===== src/rtl/hns_pkg.sv =====
package hns_pkg;

    // Default sizes
    localparam int DEF_MAX_BYTES = 64;
    localparam int DEF_MAX_DIM   = 1024;

    // Register indexes on the configuration port
    localparam logic [2:0] REG_BYTE_COUNT     = 3'd0;
    localparam logic [2:0] REG_ROW_WIDTH      = 3'd1;
    localparam logic [2:0] REG_EXCLUSION_MODE = 3'd2;
    localparam logic [2:0] REG_SKIP_ROW       = 3'd3;
    localparam logic [2:0] REG_SKIP_COL       = 3'd4;

    // Register reset values
    localparam logic [6:0]  RST_BYTE_COUNT = 7'd8;
    localparam logic [10:0] RST_ROW_WIDTH  = 11'd64;

    typedef struct packed {
        logic [6:0]  byte_count;
        logic [10:0] row_width;
        logic        exclusion_mode;
        logic [9:0]  skip_row;
        logic [9:0]  skip_col;
    } cfg_t;

    // Per-chunk facts handed from the chunk unit to the tracker
    typedef struct packed {
        logic       is_query;
        logic       final_chunk;
        logic [6:0] pop;
        logic       data_nz;
        logic       query_nonzero;
    } chunk_info_t;

    typedef struct packed {
        logic       found;
        logic [9:0] row;
        logic [9:0] col;
        logic [9:0] distance;
    } result_t;

    // Count ones in one byte
    function automatic logic [3:0] pop8(input logic [7:0] v);
        logic [3:0] c;
        c = 4'd0;
        for (int i = 0; i < 8; i++) begin
            c = c + {3'd0, v[i]};
        end
        return c;
    endfunction

    // Count ones in a 64-bit word, byte counts summed
    function automatic logic [6:0] pop64(input logic [63:0] v);
        logic [6:0] c;
        c = 7'd0;
        for (int b = 0; b < 8; b++) begin
            c = c + {3'd0, pop8(v[8*b +: 8])};
        end
        return c;
    endfunction

endpackage


===== src/rtl/hns_chunk_unit.sv =====
module hns_chunk_unit
    import hns_pkg::*;
#(
    parameter int MAX_BYTES = DEF_MAX_BYTES
) (
    input  logic        clk,
    input  logic        rst_n,
    input  logic        step,
    input  logic        action,
    input  logic [63:0] data_chunk,
    input  logic [6:0]  byte_count,
    output chunk_info_t info
);

    localparam int QWORDS     = MAX_BYTES / 8;
    localparam int CHUNKS_MAX = (MAX_BYTES + 7) / 8;
    localparam int IW         = (CHUNKS_MAX > 1) ? $clog2(CHUNKS_MAX) : 1;
    localparam int BYW        = $clog2(MAX_BYTES + 1);
    localparam int BW         = (BYW > 7) ? BYW : 7;

    logic [63:0]   query_store [QWORDS];
    logic          query_nonzero_reg;
    logic          query_nonzero_next;
    logic [IW-1:0] chunk_index_reg;
    logic [IW-1:0] chunk_index_next;

    logic [BW-1:0] bytes_raw;
    logic [BW-1:0] bytes_eff;
    logic [BW-1:0] bytes_m1;
    logic [BW-1:0] last_idx;
    logic          final_chunk;
    logic [IW-1:0] idx;
    logic          idx_in_store;
    logic [63:0]   data_masked;
    logic [63:0]   qword;

    // Clamp the byte count and find the last chunk of a bitstring
    always_comb
    begin
        bytes_raw = BW'(byte_count);
        if (byte_count == 7'd0)
        begin
            bytes_eff = BW'(1);
        end
        else if (bytes_raw > BW'(MAX_BYTES))
        begin
            bytes_eff = BW'(MAX_BYTES);
        end
        else
        begin
            bytes_eff = bytes_raw;
        end
        bytes_m1    = bytes_eff - BW'(1);
        last_idx    = bytes_m1 >> 3;
        final_chunk = (BW'(chunk_index_reg) >= last_idx);
        idx         = final_chunk ? last_idx[IW-1:0] : chunk_index_reg;
        idx_in_store = ((IW + 1)'(idx) < (IW + 1)'(QWORDS));
    end

    // Mask tail bytes of the last chunk
    always_comb
    begin
        for (int k = 0; k < 8; k++)
        begin
            if (!final_chunk || (3'(k) <= bytes_m1[2:0]))
            begin
                data_masked[8*k +: 8] = data_chunk[8*k +: 8];
            end
            else
            begin
                data_masked[8*k +: 8] = 8'd0;
            end
        end
    end

    // Read the matching query word
    assign qword = idx_in_store ? query_store[idx] : 64'd0;

    always_comb
    begin
        chunk_index_next   = final_chunk ? '0 : idx + IW'(1);
        query_nonzero_next = ((idx != '0) && query_nonzero_reg) || (data_masked != 64'd0);
    end

    always_ff @(posedge clk or negedge rst_n)
    begin
        if (!rst_n)
        begin
            chunk_index_reg   <= '0;
            query_nonzero_reg <= 1'b0;
        end
        else if (step)
        begin
            chunk_index_reg <= chunk_index_next;
            if (!action)
            begin
                query_nonzero_reg <= query_nonzero_next;
            end
        end
    end

    // Store query chunks; no reset on the store
    always_ff @(posedge clk)
    begin
        if (step && !action && idx_in_store)
        begin
            query_store[idx] <= data_masked;
        end
    end

    always_comb
    begin
        info.is_query      = !action;
        info.final_chunk   = final_chunk;
        info.pop           = pop64(qword ^ data_masked);
        info.data_nz       = (data_masked != 64'd0);
        info.query_nonzero = query_nonzero_reg;
    end

endmodule


===== src/rtl/hns_tracker.sv =====
module hns_tracker
    import hns_pkg::*;
#(
    parameter int MAX_DIM = DEF_MAX_DIM
) (
    input  logic        clk,
    input  logic        rst_n,
    input  logic        step,
    input  chunk_info_t info,
    input  logic        last_candidate,
    input  cfg_t        cfg,
    output logic        emit,
    output result_t     result
);

    localparam int CW  = $clog2(MAX_DIM);
    localparam int CW1 = CW + 1;
    localparam int EW  = (CW1 > 11) ? CW1 : 11;
    localparam int PW  = (CW > 10) ? CW : 10;

    logic [9:0]    running_distance_reg;
    logic [9:0]    running_distance_next;
    logic          candidate_nonzero_reg;
    logic          candidate_nonzero_next;
    logic [CW-1:0] current_row_reg;
    logic [CW-1:0] current_row_next;
    logic [CW-1:0] current_col_reg;
    logic [CW-1:0] current_col_next;
    logic [9:0]    least_distance_reg;
    logic [9:0]    least_distance_next;
    logic [CW-1:0] least_row_reg;
    logic [CW-1:0] least_row_next;
    logic [CW-1:0] least_col_reg;
    logic [CW-1:0] least_col_next;
    logic          have_best_reg;
    logic          have_best_next;

    logic [9:0]    dist_sum;
    logic          skip;
    logic          take;
    logic [EW-1:0] width_raw;
    logic [EW-1:0] width_eff;
    logic [EW-1:0] col_inc;
    logic [CW1-1:0] row_inc;
    logic [PW-1:0] row_ext;
    logic [PW-1:0] col_ext;

    assign emit = !info.is_query && info.final_chunk && last_candidate;

    // Effective row width
    always_comb
    begin
        width_raw = EW'(cfg.row_width);
        if (cfg.row_width == 11'd0)
        begin
            width_eff = EW'(1);
        end
        else if (width_raw > EW'(MAX_DIM))
        begin
            width_eff = EW'(MAX_DIM);
        end
        else
        begin
            width_eff = width_raw;
        end
    end

    // Accumulate, compare and advance position
    always_comb
    begin
        dist_sum = running_distance_reg + {3'd0, info.pop};
        skip = cfg.exclusion_mode &&
               (((PW'(current_row_reg) == PW'(cfg.skip_row)) &&
                 (PW'(current_col_reg) == PW'(cfg.skip_col))) ||
                !(candidate_nonzero_reg || info.data_nz));
        take = !skip && (!have_best_reg || (dist_sum < least_distance_reg));
        col_inc = EW'(current_col_reg) + EW'(1);
        row_inc = CW1'(current_row_reg) + CW1'(1);

        running_distance_next  = dist_sum;
        candidate_nonzero_next = candidate_nonzero_reg || info.data_nz;
        current_row_next       = current_row_reg;
        current_col_next       = current_col_reg;
        least_distance_next    = least_distance_reg;
        least_row_next         = least_row_reg;
        least_col_next         = least_col_reg;
        have_best_next         = have_best_reg;

        if (info.final_chunk)
        begin
            if (take)
            begin
                have_best_next      = 1'b1;
                least_distance_next = dist_sum;
                least_row_next      = current_row_reg;
                least_col_next      = current_col_reg;
            end
            running_distance_next  = 10'd0;
            candidate_nonzero_next = 1'b0;
            if (col_inc >= width_eff)
            begin
                current_col_next = '0;
                if (row_inc >= CW1'(MAX_DIM))
                begin
                    current_row_next = '0;
                end
                else
                begin
                    current_row_next = row_inc[CW-1:0];
                end
            end
            else
            begin
                current_col_next = col_inc[CW-1:0];
            end
        end
    end

    // Form the result from the updated best
    always_comb
    begin
        row_ext         = PW'(least_row_next);
        col_ext         = PW'(least_col_next);
        result.found    = have_best_next && (!cfg.exclusion_mode || info.query_nonzero);
        result.row      = result.found ? row_ext[9:0] : 10'd0;
        result.col      = result.found ? col_ext[9:0] : 10'd0;
        result.distance = result.found ? least_distance_next : 10'd0;
    end

    always_ff @(posedge clk or negedge rst_n)
    begin
        if (!rst_n)
        begin
            running_distance_reg  <= 10'd0;
            candidate_nonzero_reg <= 1'b0;
            current_row_reg       <= '0;
            current_col_reg       <= '0;
            least_distance_reg    <= 10'd0;
            least_row_reg         <= '0;
            least_col_reg         <= '0;
            have_best_reg         <= 1'b0;
        end
        else if (step)
        begin
            // Restart the search on a query chunk or after a result
            if (info.is_query || emit)
            begin
                running_distance_reg  <= 10'd0;
                candidate_nonzero_reg <= 1'b0;
                current_row_reg       <= '0;
                current_col_reg       <= '0;
                least_distance_reg    <= 10'd0;
                least_row_reg         <= '0;
                least_col_reg         <= '0;
                have_best_reg         <= 1'b0;
            end
            else
            begin
                running_distance_reg  <= running_distance_next;
                candidate_nonzero_reg <= candidate_nonzero_next;
                current_row_reg       <= current_row_next;
                current_col_reg       <= current_col_next;
                least_distance_reg    <= least_distance_next;
                least_row_reg         <= least_row_next;
                least_col_reg         <= least_col_next;
                have_best_reg         <= have_best_next;
            end
        end
    end

endmodule


===== src/rtl/hamming_nearest_search_core.sv =====
// Result path: the final candidate item is taken into the input register, then its
// result into the result register; an older held result can stall it in between.
// Throughput: one item per cycle outside stalls; query word read, popcount, add and
// compare sit in one stage. A final chunk waits only while an older result is held.
// Reset: rst_n clears control and search state and restores default configuration;
// the query store is not reset and must be loaded before use.
module hamming_nearest_search_core
    import hns_pkg::*;
#(
    parameter int MAX_BYTES = DEF_MAX_BYTES,
    parameter int MAX_DIM   = DEF_MAX_DIM
) (
    input  logic        clk,
    input  logic        rst_n,
    input  logic        cfg_wr_en,
    input  logic [2:0]  cfg_index,
    input  logic [10:0] cfg_data,
    input  logic        in_valid,
    output logic        in_ready,
    input  logic        action,
    input  logic [63:0] data_chunk,
    input  logic        last_candidate,
    output logic        out_valid,
    input  logic        out_ready,
    output logic        found,
    output logic [9:0]  best_row,
    output logic [9:0]  best_col,
    output logic [9:0]  best_distance
);

    cfg_t        cfg_reg;
    logic        s1_valid_reg;
    logic        s1_action_reg;
    logic [63:0] s1_data_reg;
    logic        s1_last_reg;
    logic        out_valid_reg;
    result_t     out_reg;
    chunk_info_t info;
    result_t     result;
    logic        emit;
    logic        step;

    // Configuration registers
    always_ff @(posedge clk or negedge rst_n)
    begin
        if (!rst_n)
        begin
            cfg_reg.byte_count     <= RST_BYTE_COUNT;
            cfg_reg.row_width      <= RST_ROW_WIDTH;
            cfg_reg.exclusion_mode <= 1'b0;
            cfg_reg.skip_row       <= 10'd0;
            cfg_reg.skip_col       <= 10'd0;
        end
        else if (cfg_wr_en)
        begin
            case (cfg_index)
                REG_BYTE_COUNT:     cfg_reg.byte_count     <= cfg_data[6:0];
                REG_ROW_WIDTH:      cfg_reg.row_width      <= cfg_data;
                REG_EXCLUSION_MODE: cfg_reg.exclusion_mode <= cfg_data[0];
                REG_SKIP_ROW:       cfg_reg.skip_row       <= cfg_data[9:0];
                REG_SKIP_COL:       cfg_reg.skip_col       <= cfg_data[9:0];
                default:            ;
            endcase
        end
    end

    // Process the held item unless its result would overrun a waiting one
    assign step     = s1_valid_reg && !(emit && out_valid_reg && !out_ready);
    assign in_ready = !s1_valid_reg || step;

    // Input register
    always_ff @(posedge clk or negedge rst_n)
    begin
        if (!rst_n)
        begin
            s1_valid_reg <= 1'b0;
        end
        else if (in_ready)
        begin
            s1_valid_reg <= in_valid;
        end
    end

    always_ff @(posedge clk)
    begin
        if (in_valid && in_ready)
        begin
            s1_action_reg <= action;
            s1_data_reg   <= data_chunk;
            s1_last_reg   <= last_candidate;
        end
    end

    hns_chunk_unit #(
        .MAX_BYTES (MAX_BYTES)
    ) u_chunk (
        .clk        (clk),
        .rst_n      (rst_n),
        .step       (step),
        .action     (s1_action_reg),
        .data_chunk (s1_data_reg),
        .byte_count (cfg_reg.byte_count),
        .info       (info)
    );

    hns_tracker #(
        .MAX_DIM (MAX_DIM)
    ) u_tracker (
        .clk            (clk),
        .rst_n          (rst_n),
        .step           (step),
        .info           (info),
        .last_candidate (s1_last_reg),
        .cfg            (cfg_reg),
        .emit           (emit),
        .result         (result)
    );

    // Result register
    always_ff @(posedge clk or negedge rst_n)
    begin
        if (!rst_n)
        begin
            out_valid_reg <= 1'b0;
        end
        else if (step && emit)
        begin
            out_valid_reg <= 1'b1;
        end
        else if (out_ready)
        begin
            out_valid_reg <= 1'b0;
        end
    end

    always_ff @(posedge clk)
    begin
        if (step && emit)
        begin
            out_reg <= result;
        end
    end

    assign out_valid     = out_valid_reg;
    assign found         = out_reg.found;
    assign best_row      = out_reg.row;
    assign best_col      = out_reg.col;
    assign best_distance = out_reg.distance;

    // A held result is never overwritten
    a_no_overrun: assert property (@(posedge clk) disable iff (!rst_n)
        !(step && emit && out_valid_reg && !out_ready))
        else $error("result register overwritten while held");

    // Stall only comes from a held final item blocked by a held result
    a_stall_source: assert property (@(posedge clk) disable iff (!rst_n)
        !in_ready |-> (s1_valid_reg && emit && out_valid_reg))
        else $error("input stalled without a blocked result");

    // An empty result carries zero fields
    a_empty_zero: assert property (@(posedge clk) disable iff (!rst_n)
        (out_valid_reg && !out_reg.found) |->
            (out_reg.row == 10'd0 && out_reg.col == 10'd0 && out_reg.distance == 10'd0))
        else $error("result not found but fields nonzero");

    // A new result follows the processing of a final candidate chunk
    a_result_origin: assert property (@(posedge clk) disable iff (!rst_n)
        $rose(out_valid_reg) |-> $past(step && !info.is_query && info.final_chunk))
        else $error("result without a final candidate chunk");

endmodule

===== config.mk =====
export PLATFORM = sky130hd
export DESIGN_NAME = hamming_nearest_search_core
export DESIGN_NICKNAME = d
export VERILOG_FILES = /design/src/rtl/hns_pkg.sv /design/src/rtl/hns_chunk_unit.sv /design/src/rtl/hns_tracker.sv /design/src/rtl/hamming_nearest_search_core.sv
export SDC_FILE = /design/constraint.sdc
export NUM_CORES = 1
export LEC_CHECK = 0
export BUFFER_PORTS_ARGS = -buffer_cell sky130_fd_sc_hd__buf_4
export CORE_MARGIN = 4
export CORE_UTILIZATION = 40
export DETAILED_ROUTE_END_ITERATION = 12
export PLACE_DENSITY = 0.68
export SYNTH_ARGS = -nofsm -noshare
export SYNTH_HDL_FRONTEND = slang
export SYNTH_SLANG_ARGS = --single-unit

===== constraint.sdc =====
create_clock -name clk -period 13.8 [get_ports clk]
set_input_delay 2.76 -clock clk [delete_from_list [all_inputs] [get_ports clk]]
set_output_delay 2.76 -clock clk [all_outputs]
set_load 0.01 [all_outputs]

==> results of run 1 <==
## area by class of cell
class                   count  share of cell area, %
flip-flops and latches    716                   57.5
multi-input cells        1198                   27.1
clock buffers              93                   5.62
repair buffers            180                   3.79
well taps                1040                   3.57
clock inverters            49                   1.31
inverters                 108                   1.11
## worst max path at each step
| stage | cells after the start | to | from | slack (ps) |
|---|---|---|---|---|
| global placement | 42 | best_col[9] | cfg_reg[34] | 850 |
| global route | 47 | u_tracker.least_row_reg[0] | cfg_reg[34] | 40 |
| floorplan | 52 | best_col[8] | cfg_reg[34] | 1230 |
| detailed placement | 48 | u_tracker.least_row_reg[0] | cfg_reg[34] | 640 |
| CTS | 49 | u_tracker.least_row_reg[0] | cfg_reg[34] | 580 |
| finish | 48 | u_tracker.least_row_reg[0] | cfg_reg[34] | 790 |
## stage by stage
stage	cells	setup slack (ps)	cell area (sq um)	util (%)
after floorplan	2141	1230	31600	-
after global placement	3242	851	33900	43.6
after detailed placement	3242	644	33900	43.6
after CTS	3384	584	36400	46.8
after global routing	3384	43.9	36500	46.8
final	3384	790	36500	46.8
## per-layer routing
metal  vias up  routed length (um)  global-route usage [%]
met5         -                   7                       0
met4         2                2780                    6.57
met3       182                7350                    4.63
met2       947               40500                    32.8
met1     10056               32800                    25.8
li1       8590                   -                       -
## logic make-up after synthesis
kind of cell    after synthesis  share of synthesized area (%)
buf+inv                     227                           2.82
compound gates              480                           11.1
fa+ha+maj                   128                           6.31
xor+xnor                    110                           3.05
mux                         121                           4.41
flops                       716                           66.4
simple gates                359                           5.94
## placed cells by master, fill, tap and decap left out, types with 13 or more instances in the layout
cell type and n:
inv_1 106, a311oi_1 14, xnor2_1 56, o22ai_1 99
nor3_1 29, buf_4 177, clkbuf_16 80, dfrtp_1 105
nor2b_1 31, nand2b_1 13, ha_1 76, a32o_1 60
or4_1 16, clkinv_2 13, o21ai_0 60, and2_1 53
mux2i_1 20, clkinv_1 17, nor4_1 26, nand2_1 90
a21oi_1 48, xor2_1 54, o211ai_1 14, edfxtp_1 609
clkbuf_1 13, o221ai_1 56, a211oi_1 40, nand3_1 25
mux2_2 96, nor2_1 32, fa_1 52, a21o_1 13
## repair_timing
action | in CTS | in global routing
buffers inserted | 0 | 0
gates resized for setup | 0 | 6
setup endpoints to repair | 0 | 60
==> impl_metrics.tcl, run 1 <==
set metrics [dict create \
    syn_nets 2354 \
    maxCapViolCount 0 \
    fmax_mhz 76.9 \
    hold_depth 1 \
    netlist_instances 2141 \
    worstMarginPinSlew_ps 1210 \
    r2r_cells 48 \
    critPathSlowestCell "fa_1" \
    syn-cell-area_sq_um 31600 \
    ys_seq_elements 716 \
    cts_sinks 716 \
    hold_ws_ps 515 \
    worstSetupEndpointType "flip-flop" \
    min_path_type "reg2reg" \
    grt_max_degree 78 \
    vias_per_cell 5.84 \
    clk-insertion-delay-late_ps 630 \
    maxSlewHeadroom_pct 19.3 \
    cp_top_family "adder cells" \
    nets 2494 \
    hold_buffers 0 \
    grt_pass1_wl_um 125000 \
    yosys_warnings 0 \
    avgRoutedWirePerCell_um 24.7 \
    yosysSeqAreaShare_pct 66.4 \
    grt_pass1_vias 19939 \
    rr_startpoint "cfg_reg[34]" \
    rsz0062_at_grt "false" \
    antenna_found_initial 1 \
    path_buf_inv 9 \
    regArea_sq_um 21000 \
    routed_wl_um 83500 \
    cp.arrival_ps 13520 \
    hold_viol_final 0 \
    synth_top_cell_area_share_pct 57.9 \
    grt_overflow 0 \
    cts_buffers 77 \
    drive_gt1_share_pct 18.3 \
    htree_levels 3 \
    finalSetupViolCount 0 \
    drc_errors 0 \
    path_clk_slew_ps 60 \
    io_buffers 117 \
    rrSetupSlack_ps 790 \
    crit_path_max_incr_delay_ps 560 \
    drv_slew 0 \
    holdPathEnd "u_tracker.running_distance_reg[0]" \
    skew_ps 36.4 \
    ys_top_cells_by_count "edfxtp_1 (609), inv_1 (107), dfrtp_1 (105)" \
    fp.dieArea_sq_um 83500 \
    crit_top_cell "fa_1" \
    finalCritPeriodShare_pct 94.3 \
    fillCellCount 6744 \
    setup_tns_ps 0 \
    syn2layout_area_growth_pct 15.4 \
    fp-row-count 102 \
    drt-pass1-iter-count 5 \
    yosysMostFrequentCell "edfxtp_1" \
    yosys.cell_types.count 69 \
    grt.total_usage_pct 19.8 \
    reg2reg_to "u_tracker.least_row_reg[0]" \
    clock-root-buffer "clkbuf_16" \
    required_ps 14310 \
    synth.top_cells.by_area "edfxtp_1 (58%), dfrtp_1 (8.3%), mux2_2 (3.4%)" \
    antenna_cells 0 \
    avgSynthCellArea_sq_um 14.8 \
    largest_register_ffs 512 \
    dp_hpwl_um 52900 \
    routabilityCongestion 0.865 \
    drtAntennaViolNets 0 \
    worst-setup-path-type "reg2reg" \
    start_util_pct 40.6 \
    synth_edf_count 609 \
    clock_path_buffers 3 \
    synthArstFlopShare_pct 14.9 \
    synth-main-ff-cell "edfxtp_1" \
    die_w_um 289 \
    num_vias 19777 \
    coreArea_sq_um 77800 \
    crit_fanout 72 \
    finalCriticalPeriod_ps 13010 \
    dieHeight_um 289 \
    status "complete, no violations" \
    min_from "u_tracker.running_distance_reg[0]" \
    io_pins 118 \
    multiInputGateArea_sq_um 9880 \
    tritoncts "done" \
    startpoint_type "flip-flop" \
    drt_iter0_drc 2057 \
    synth_area_leader_cell "edfxtp_1" \
]
Power of run 1 is left out: the tool's default activity adds up to more than one toggle a clock period on the data nets, which glitch-free logic cannot reach.
==> inputs of run 2 (changes only) <==
--- a/config.mk
+++ b/config.mk
@@ -6,7 +6,6 @@
 export NUM_CORES = 1
 export LEC_CHECK = 0
 export BUFFER_PORTS_ARGS = -buffer_cell sky130_fd_sc_hd__buf_4
-export CORE_MARGIN = 4
 export CORE_UTILIZATION = 40
 export DETAILED_ROUTE_END_ITERATION = 12
 export PLACE_DENSITY = 0.68
==> run 2 against run 1 <==
Net effect: first-iteration DRC count down 13%; sequential share of layout area about the same; final area about the same; worst setup slack worse by 27 ps; critical path depth unchanged; flip-flop and latch count unchanged; die area down 4.1%.
==> impl_metrics.tcl, run 2 (same netlist as run 1, synthesis figures left out) <==
set metrics [dict create \
    io_buffers 117 \
    syn2layout_area_growth_pct 15.5 \
    fillCellCount 6752 \
    hold_buffers 0 \
    utilization_pct 46.9 \
    r2r_cells 48 \
    dieHeight_um 283 \
    final_common_cell "edfxtp_1" \
    cp.arrival_ps 13550 \
    rr_startpoint "cfg_reg[34]" \
    finalSetupViolCount 0 \
    io_pins 118 \
    tritoncts "done" \
    num_vias 19670 \
    fmax_mhz 76.7 \
    largest_register_ffs 512 \
    skew_ps 32.5 \
    min_path_type "reg2reg" \
    grt_overflow 0 \
    maxCapViolCount 0 \
    drt_iter0_drc 1793 \
    grt_pass1_wl_um 124000 \
    setup_tns_ps 0 \
    path_clk_slew_ps 60 \
    avgRoutedWirePerCell_um 24.5 \
    dp_hpwl_um 52400 \
    fp-row-count 102 \
    die_w_um 283 \
    crit_fanout 30 \
    antenna_cells 0 \
    routabilityCongestion 0.880 \
    drv_slew 0 \
    crit_top_cell "fa_1" \
    post_cts_buffers 0 \
    finalCriticalPeriod_ps 13040 \
    clock-root-buffer "clkbuf_16" \
    worstMarginPinSlew_ps 1210 \
    grt_pass1_vias 20054 \
    mostFrequentLayoutCells "edfxtp_1 (609), buf_4 (174), inv_1 (106)" \
    critPathSlowestCell "fa_1" \
    htree_levels 3 \
    maxSlewHeadroom_pct 19.5 \
    clk-insertion-delay-late_ps 640 \
    vias_per_cell 5.81 \
    grt_max_degree 79 \
    critPathLaunch "cfg_reg[34]" \
    final-instance-count-excl-fill 3384 \
    hold_viol_final 0 \
    reg2reg_to "u_tracker.least_distance_reg[1]" \
    clock_path_buffers 3 \
    routed_wl_um 83000 \
    worstSetupEndpointType "flip-flop" \
    dp_cells 3241 \
    antenna_found_initial 1 \
    cts_sinks 716 \
    path_buf_inv 9 \
    crit_path_max_incr_delay_ps 570 \
    cp_top_family "adder cells" \
    rrSetupSlack_ps 760 \
    coreArea_sq_um 77800 \
    nets 2495 \
    status "complete, no violations" \
    grt.total_usage_pct 20.5 \
    start_util_pct 40.6 \
    fp.dieArea_sq_um 80100 \
    drc_errors 0 \
    cp_num_cells 48 \
    cts_buffers 79 \
    worstSetupEndpoint "u_tracker.least_distance_reg[1]" \
    worst-setup-path-type "reg2reg" \
    required_ps 14310 \
    startpoint_type "flip-flop" \
    drt-pass1-iter-count 6 \
    finalCritPeriodShare_pct 94.5 \
    drtAntennaViolNets 0 \
    drive_gt1_share_pct 18.3 \
    rsz0062_at_grt "false" \
]
-- run 2: cell count changes in the layout (fill, tap and decap cells not counted), moves of 2 or more --
cell	before	now
buf_4	177	174
buf_12	2	5
clkinv_1	17	15
bufinv_16	8	6
inv_16	1	3
clkinv_2	13	15
clkbuf_1	13	16
clkinvlp_4	6	3
-- run 2: area by class of cell --
cell class / count / area [sq um] / area share [%]
clock buffer: 97 / 2080 / 5.69
clock inverter: 46 / 437 / 1.20
inverter: 108 / 405 / 1.11
multi-input combinational: 1198 / 9890 / 27.1
sequential: 716 / 21000 / 57.5
tap: 1040 / 1300 / 3.57
timing repair buffer: 179 / 1410 / 3.85
-- run 2: worst register-to-register path: cells and delay by family, from the launching register on --
kind / cells / cell delay, ps
compound gates: 14 / 2980
xor+xnor: 4 / 970
fa+ha+maj: 14 / 5890
buf+inv: 9 / 1210
flops: 1 / 450
simple gates: 7 / 1430
-- run 2: worst min-delay path by stage --
stage,slack [ps],endpoint,from,depth (start not counted)
6_report,500,u_chunk.chunk_index_reg[0],u_chunk.chunk_index_reg[0],1
5_1_grt,540,u_tracker.least_row_reg[8],u_tracker.least_row_reg[8],1
4_1_cts,510,u_chunk.chunk_index_reg[0],u_chunk.chunk_index_reg[0],1
3_5_place_dp,500,u_chunk.chunk_index_reg[0],u_chunk.chunk_index_reg[0],1
3_3_place_gp,480,u_chunk.chunk_index_reg[0],u_chunk.chunk_index_reg[0],1
2_1_floorplan,460,u_chunk.chunk_index_reg[0],u_chunk.chunk_index_reg[0],1
-- run 2: routing by layer --
| metal | vias up | GRT usage (%) | part of all wire, % |
|---|---|---|---|
| li1 | 8604 | - | - |
| met1 | 9973 | 27.1 | 41 |
| met2 | 927 | 33.5 | 48 |
| met3 | 166 | 3.98 | 7.9 |
| met4 | 0 | 7.31 | 3.1 |
| met5 | - | 0 | 0 |
-- run 2: stage by stage --
step / area, sq um / hold slack, ps / worst slack, ps
final: 36500 / 505 / 763
after global routing: 36500 / 541 / 139
after CTS: 36500 / 513 / 624
after detailed placement: 33900 / 502 / 694
after global placement: 33900 / 485 / 909
after floorplan: 31600 / 457 / 1230
-- run 2: what timing repair did --
item	CTS	global route
resized for setup	0	6
hold endpoints to repair	0	0
endpoints found under the setup margin	0	59
Power of run 2 is left out for the same reason.
==> inputs of run 3 (changes only) <==
--- a/config.mk
+++ b/config.mk
@@ -6,9 +6,10 @@
 export NUM_CORES = 1
 export LEC_CHECK = 0
 export BUFFER_PORTS_ARGS = -buffer_cell sky130_fd_sc_hd__buf_4
-export CORE_UTILIZATION = 40
+export CORE_ASPECT_RATIO = 0.9
+export CORE_UTILIZATION = 35
 export DETAILED_ROUTE_END_ITERATION = 12
-export PLACE_DENSITY = 0.68
+export PLACE_DENSITY = 0.62
 export SYNTH_ARGS = -nofsm -noshare
 export SYNTH_HDL_FRONTEND = slang
 export SYNTH_SLANG_ARGS = --single-unit
==> run 3 against run 2 <==
Net effect: worst hold slack better by 6.3 ps; core utilization decreased by 5.8 points; die area increased by 14%; highest routed layer unchanged; via count shrank 0.43%; clock-buffer cell count up 11; the run now ends with DRC left; cell count up 3.9%; final area up 0.56%; critical endpoint is now u_tracker.least_col_reg[3]; wire length up 0.68%; non-clock buffer count rose by 5; sequential share of layout area down 0.32 points.
==> impl_metrics.tcl, run 3 (same netlist as run 1, synthesis figures left out) <==
set metrics [dict create \
    maxCapViolCount 0 \
    grt_overflow 0 \
    multiInputGateArea_sq_um 9910 \
    crit_top_cell "fa_1" \
    start_util_pct 35.3 \
    crit_path_max_incr_delay_ps 580 \
    fp-row-count 104 \
    grt_pass1_vias 20183 \
    grt.total_usage_pct 18.1 \
    finalSetupViolCount 0 \
    skew_ps 32.5 \
    critPathSlowestCell "fa_1" \
    post_cts_buffers 0 \
    nets 2500 \
    routed_wl_um 83600 \
    coreArea_sq_um 89400 \
    cp.arrival_ps 13660 \
    drt_iter0_drc 1742 \
    final-instance-count-excl-fill 3517 \
    drive_gt1_share_pct 18.5 \
    finalCritPeriodShare_pct 94.9 \
    grt_max_degree 67 \
    startpoint_type "flip-flop" \
    io_pins 118 \
    fillCellCount 7975 \
    worstMarginPinSlew_ps 1250 \
    antenna_found_initial 2 \
    htree_levels 3 \
    path_clk_slew_ps 50 \
    finalCriticalPeriod_ps 13100 \
    clock-root-buffer "clkbuf_16" \
    rsz0062_at_grt "false" \
    fp.dieArea_sq_um 91500 \
    violations "DRC" \
    dieHeight_um 287 \
    clk-insertion-delay-late_ps 630 \
    syn2layout_area_growth_pct 16.1 \
    drt-pass1-iter-count 9 \
    worst-setup-path-type "reg2reg" \
    fmax_mhz 76.3 \
    clock_path_buffers 3 \
    tritoncts "done" \
    mostFrequentLayoutCells "edfxtp_1 (609), buf_4 (179), inv_1 (106)" \
    status "finished with violations" \
    dp_cells 3371 \
    grt_pass1_wl_um 125000 \
    regArea_sq_um 21000 \
    final_common_cell "edfxtp_1" \
    drv_slew 0 \
    min_path_type "reg2reg" \
    avgRoutedWirePerCell_um 23.8 \
    vias_per_cell 5.57 \
    die_w_um 319 \
    cts_sinks 716 \
    drtAntennaViolNets 0 \
    hold_viol_final 0 \
    setup_tns_ps 0 \
    worstSetupEndpointType "flip-flop" \
    routabilityCongestion 0.859 \
    drc_errors 2 \
    required_ps 14350 \
    num_vias 19586 \
    cts_buffers 79 \
    dp_hpwl_um 53100 \
    maxSlewHeadroom_pct 16.7 \
    crit_fanout 30 \
    largest_register_ffs 512 \
    io_buffers 117 \
]
-- run 3: per-stage QoR --
stage | setup WS (ps) | area (sq um) | hold slack (ps) | utilization [%]
2_1_floorplan | 1230 | 31600 | 457 | -
3_3_place_gp | 523 | 34100 | 484 | 38.2
3_5_place_dp | 205 | 34100 | 501 | 38.2
4_1_cts | 175 | 36600 | 519 | 41.0
5_1_grt | 65.9 | 36700 | 530 | 41.0
6_report | 697 | 36700 | 511 | 41.0
-- run 3: routing by layer --
layer	share of wire [%]	up-vias	global-route usage, %
met1	42	10097	24.1
met2	48	749	29.4
met3	7.2	139	3.58
li1	-	8601	-
met4	3.1	0	6.74
met5	0	-	0
-- run 3: worst max-delay path: cells and delay by family, from the launching register on --
| kind | cells | cell delay [ps] |
|---|---|---|
| fa+ha+maj | 14 | 6120 |
| compound gates | 14 | 4090 |
| buf+inv | 6 | 560 |
| xor+xnor | 2 | 420 |
| flops | 1 | 450 |
| simple gates | 7 | 1350 |
-- run 3: final cells by class --
class / count / area share (%)
inverters: 108 / 1.12
multi-input cells: 1198 / 27.0
diodes: 3 / 0.0205
clock inverters: 34 / 0.791
flip-flops and latches: 716 / 57.2
clock buffers: 108 / 6.03
well taps: 1166 / 3.98
repair buffers: 184 / 3.90
-- run 3: what timing repair did --
item / in CTS / in global routing
setup endpoints to repair: 0 / 59
hold buffers: 0 / 0
resized for setup: 0 / 14
hold endpoints to repair: 0 / 0
-- run 3: final timing paths --
kind                                                 start                                end  slack [ps]  depth (start not counted)
worst min-delay path            u_chunk.chunk_index_reg[0]         u_chunk.chunk_index_reg[0]         510                          1
max in group asynchronous                            rst_n  u_tracker.running_distance_reg[4]       10400                          2
min in group asynchronous                            rst_n                        cfg_reg[28]        2160                          1
worst max-delay path                           cfg_reg[34]         u_tracker.least_col_reg[3]         700                         43
worst min register to register  u_chunk.chunk_index_reg[0]         u_chunk.chunk_index_reg[0]         510                          1
worst max register to register                 cfg_reg[34]         u_tracker.least_col_reg[3]         700                         43
Power of run 3 is left out for the same reason.
